$ cat config.mk
export PLATFORM = sky130hd
export DESIGN_NAME = hpt_fifo
export DESIGN_NICKNAME = d
export VERILOG_FILES = /design/src/hw/rtl/assert_macros.svh /design/src/hw/rtl/hpt_pkg.sv /design/src/hw/rtl/hpt_fifo.sv
export SDC_FILE = /design/constraint.sdc
export NUM_CORES = 1
export LEC_CHECK = 0
export BUFFER_PORTS_ARGS = -buffer_cell sky130_fd_sc_hd__buf_2
export CAP_MARGIN = 20
export CORE_AREA = 2 2 349 282
export DETAILED_ROUTE_END_ITERATION = 8
export DIE_AREA = 0 0 351 284
export HOLD_SLACK_MARGIN = 0.02
export PLACE_DENSITY = 0.69
export SLEW_MARGIN = 0
export SYNTH_ARGS = -nofsm -noshare
export SYNTH_HDL_FRONTEND = slang
export SYNTH_SLANG_ARGS = --single-unit
export TNS_END_PERCENT = 1
$ cat constraint.sdc
create_clock -name clk -period 20.9 [get_ports clk]
set_input_delay 2.09 -clock clk [delete_from_list [all_inputs] [get_ports clk]]
set_output_delay 2.09 -clock clk [all_outputs]
set_load 0.03 [all_outputs]
$ cat src/hw/rtl/assert_macros.svh
// Assertion macros used by the top level file that checks the transform unit.
`ifndef ASSERT_MACROS_SVH
`define ASSERT_MACROS_SVH

// The antecedent implies the consequent at every rising clock edge outside reset.
`define HPT_ASSERT_IMPL(lbl, ante, cons, msg) \
  lbl: assert property (@(posedge clk) disable iff (!rst_n) (ante) |-> (cons)) else $error(msg);

// The condition never holds at a rising clock edge outside reset.
`define HPT_ASSERT_NEVER(lbl, cond, msg) \
  lbl: assert property (@(posedge clk) disable iff (!rst_n) !(cond)) else $error(msg);

`endif

$ cat src/hw/rtl/hpt_pkg.sv
// Package with the constants and types of the homogeneous point transform unit.
`timescale 1ns / 1ps

package hpt_pkg;

  localparam int FRAC_BITS  = 16;
  localparam int FIFO_DEPTH = 4;
  localparam int NUM_REGS   = 8;
  localparam int REG_SEL_W  = $clog2(NUM_REGS);
  localparam int CFG_IDX_W  = 4;
  localparam int REG_W      = 64;
  localparam int COORD_W    = 32;
  localparam int ACC_W      = 64;

  typedef logic [NUM_REGS-1:0][REG_W-1:0] mat_t;

  // One transformed vertex waiting for its perspective divide.
  typedef struct packed {
    logic                       point;
    logic                       w_zero;
    logic [3:0][ACC_W-1:0]      acc;
  } hpt_item_t;

  typedef struct packed {
    logic full;
    logic empty;
  } q_stat_t;

  typedef struct packed {
    logic       point;
    logic       w_zero;
    logic [2:0] neg;
  } side_t;

endpackage

$ cat src/hw/rtl/hpt_fifo.sv
// Short queue of transformed vertices between the front and the back part.
`timescale 1ns / 1ps

module hpt_fifo #(
  parameter int DEPTH = hpt_pkg::FIFO_DEPTH
) (
  input  logic               clk,
  input  logic               rst_n,
  input  logic               push,
  input  hpt_pkg::hpt_item_t wdata,
  input  logic               pop,
  output hpt_pkg::hpt_item_t rdata,
  output hpt_pkg::q_stat_t   stat
);

  localparam int PW = $clog2(DEPTH);
  localparam int CW = $clog2(DEPTH + 1);

  hpt_pkg::hpt_item_t mem_r [DEPTH];
  logic [PW-1:0] wr_ptr_r, wr_ptr_nxt;
  logic [PW-1:0] rd_ptr_r, rd_ptr_nxt;
  logic [CW-1:0] cnt_r, cnt_nxt;

  always_comb begin
    wr_ptr_nxt = wr_ptr_r;
    rd_ptr_nxt = rd_ptr_r;
    cnt_nxt    = cnt_r;
    if (push) begin
      wr_ptr_nxt = (wr_ptr_r == PW'(DEPTH - 1)) ? '0 : wr_ptr_r + 1'b1;
    end
    if (pop) begin
      rd_ptr_nxt = (rd_ptr_r == PW'(DEPTH - 1)) ? '0 : rd_ptr_r + 1'b1;
    end
    if (push && !pop) begin
      cnt_nxt = cnt_r + 1'b1;
    end else if (pop && !push) begin
      cnt_nxt = cnt_r - 1'b1;
    end
  end

  always_ff @(posedge clk) begin
    if (!rst_n) begin
      wr_ptr_r <= '0;
      rd_ptr_r <= '0;
      cnt_r    <= '0;
    end else begin
      wr_ptr_r <= wr_ptr_nxt;
      rd_ptr_r <= rd_ptr_nxt;
      cnt_r    <= cnt_nxt;
    end
  end

  always_ff @(posedge clk) begin
    if (push) begin
      mem_r[wr_ptr_r] <= wdata;
    end
  end

  assign rdata      = mem_r[rd_ptr_r];
  assign stat.full  = (cnt_r == CW'(DEPTH));
  assign stat.empty = (cnt_r == '0);

endmodule

==> results.txt <==
Hold/Removal Path Class: flip-flop to flip-flop
Synth area leaders: edfxtp_1 (81%), mux4_2 (8.6%), mux4_1 (7.8%)
Wire length per cell: 23.2 µm
Internal Pwr Total: 0.00357 W
Switching fraction of total power: 23.4%
Antenna Nets Post-Route: 0
Hold_sp: cnt_r[2]
Post-DP HPWL: 48600 µm
Reg2Reg Setup Slack: 17440 ps
Nets: 2249
Sink Count: 1041
GPL Wtd Cong: 0.775
Routed via count: 17100
Routed WL: 78400 µm
CTS H-Tree Depth: 3
Largest net degree at the start of global routing: 129
IR drop worst, VDD: 0.0825 mV
PD cells: 103 nW/µm²
Post-CTS Resized: 0
Final TNS setup: 0 ps
Ys flop type: edfxtp_1
R2R cell count: 4
Syn-to-layout area delta: 19.0%
Sequential share of power: 51.9%
GR Overflow Total: 0
Most common cell in the netlist: edfxtp_1
EDFF count, synth: 1032
Most frequent cell on the critical path: buf_4
Max_slew headroom: 27.6%
Post-placement cell count: 3178
Combinational cell fraction of total power: 10.2%
Hold_buf cts: 0
Hold Path Cell Cnt: 2
Synth Cell Area: 38100 µm²
Post-synth top cells: edfxtp_1 (1032), mux4_2 (145), mux4_1 (113)
Outcome: complete, no violations
Worst endpoint data arrival time: 4910 ps
Setup violators final: 0
Clk pwr share: 37.9%
Starting Density: 39.7%
Final slew viol count: 0
Final Non-Filler Cells: 3372
Port Buf Inserts: 521
CP Max Fanout: 45
Synth area leader: edfxtp_1
Synth warnings: 0
Chip height: 284 µm
First-pass GRT wire length: 116000 µm
Share of cells above drive strength 1: 40.4%
Max clock buf depth: 3
Worst Hold Path EP: cnt_r[2]
Post-synthesis sequential area ratio: 81.7%
Post-Syn Nets: 1661
LEAKAGE: 15.2 nW
RR Endpoint: mem_r[3][232]
F_max: 0.143 GHz
Hold Vio Cnt, Final: 0
Synth Register Bits: 1041
Synth top area share: 81.3%
DRT iter0 DRCs: 1135
FP Rows: 102
Fill cells: 7770
Fin Clk Skew: 22.1 ps
Crit path kind: flip-flop to primary output
Core ar.: 96100 µm²
Max_cap viols: 0
CP peak stage delay: 830 ps
Unique masters post-synth: 23
Setup crit end kind: primary output
First drt pass iteration count: 4
Async S/R FF share, synth: 0%
Vias in the first global route: 18200
Post-CTS setup buffer count: 0
Final Cycle Share: 33.5%
Top Ports: 522
Startpoint Class: flip-flop
Via density: 5.08
Clock Latency Late Sink: 650 ps
CTS tree: yes
GR Util All Layers: 15.5%
Average cell area after synthesis: 27.4 µm²
Total CTS buffers: 100
DRC: 0
Least-Margin Pin Slew: 1090 ps
Die ar.: 99700 µm²
Antenna violations before repair: 27
Min cycle time layout: 7000 ps
Die W: 351 µm
RSZ-0062 raised after global routing: no
Net Sw Power: 0.00109 W
Crit-path cells: buf_4 -> buf_4 -> buf_4 -> mux4_1 -> buf_2
Critical path's slowest cell: dfxtp_4
FF-to-FF Start: wr_ptr_r[0]
Critical path required time: 18810 ps
CTS root buffer: clkbuf_16
Mapped Cells: 1392
Clock slew at reported path FFs: 60 ps
flip-flops by register name (all words and copies together), names as in the netlist, named ones only:
name	cells
wr_ptr_r	2
cnt_r	3
rd_ptr_r	2
mem_r	1032
per-stage QoR:
step	setup WS [ps]	power, W	cell area [µm²]	utilization (%)	hold WS (ps)
6_report	13900	0.00466	45400	47.2	557
3_5_place_dp	14430	0.00295	42100	43.8	555
5_1_grt	13470	0.00483	45400	47.2	601
4_1_cts	13710	0.00472	45400	47.2	562
3_3_place_gp	14460	0.00294	42100	43.8	484
2_1_floorplan	12330	0.00280	38100	-	472
placed cells by master (no fill, tap or decap), types with 4 or more instances in the layout:
cell type / Yosys / layout
and2_4: 0 / 4
buf_2: 27 / 521
buf_4: 0 / 22
bufinv_16: 0 / 9
clkbuf_1: 5 / 22
clkbuf_16: 0 / 102
clkinv_1: 0 / 24
clkinv_2: 0 / 14
dfxtp_1: 9 / 7
diode_2: 0 / 10
edfxtp_1: 1032 / 1032
ha_1: 6 / 6
inv_1: 4 / 4
mux2i_1: 4 / 4
mux4_1: 113 / 113
mux4_2: 145 / 145
nor2b_1: 5 / 5
cell families after synthesis:
group | synth area share [%]
flip-flops | 81.7
multiplexers | 16.5
buffers and inverters | 1.24
AND/OR/NAND/NOR | 0.236
adder cells (fa/ha/maj) | 0.249
AO/OA/AOI/OAI | 0.0525
XOR/XNOR | 0.0459
worst max-delay path, delay by kind of cell, from the launching register on:
kind,cells,cell delay (ps)
flip-flops,1,830
multiplexers,1,660
buffers and inverters,4,2620
area by class of cell:
type / count / area (µm²) / area share [%]
diodes: 10 / 25.0 / 0.0551
clock buffers: 125 / 2650 / 5.84
clock inverters: 59 / 591 / 1.30
inverters: 4 / 15.0 / 0.0331
multi-input cells: 289 / 6510 / 14.3
flip-flops and latches: 1041 / 31200 / 68.7
well taps: 1300 / 1630 / 3.58
repair buffers: 544 / 2790 / 6.15
metal layers:
| metal | GRT usage [%] | routed length (µm) | up-vias | share of wire, % |
|---|---|---|---|---|
| met3 | 4.85 | 6180 | 146 | 7.9 |
| met4 | 4.42 | 1680 | 38 | 2.1 |
| li1 | - | - | 7378 | - |
| met2 | 25.2 | 38800 | 563 | 50 |
| met5 | 0 | 262 | - | 0.33 |
| met1 | 20.0 | 31400 | 9001 | 40 |
power groups by stage:
stage	combinational, W	sequential (W)	clock (W)
CTS	0.000486	0.00242	0.00181
finish	0.000477	0.00242	0.00177
global placement	0.000476	0.00246	0
floorplan	0.000321	0.00247	0
global route	0.000504	0.00243	0.00189
detailed placement	0.000484	0.00247	0
worst max path at each step:
| stage | from | endpoint | slack, ps | cells after the start |
|---|---|---|---|---|
| 2_1_floorplan | push | mem_r[0][0] | 12330 | 1 |
| 6_report | flip-flop | rdata[230] | 13900 | 5 |
| 4_1_cts | flip-flop | rdata[62] | 13710 | 5 |
| 3_3_place_gp | flip-flop | rdata[62] | 14460 | 5 |
| 5_1_grt | flip-flop | rdata[62] | 13470 | 5 |
| 3_5_place_dp | flip-flop | rdata[62] | 14430 | 5 |
(Power assumes the default switching activity.)
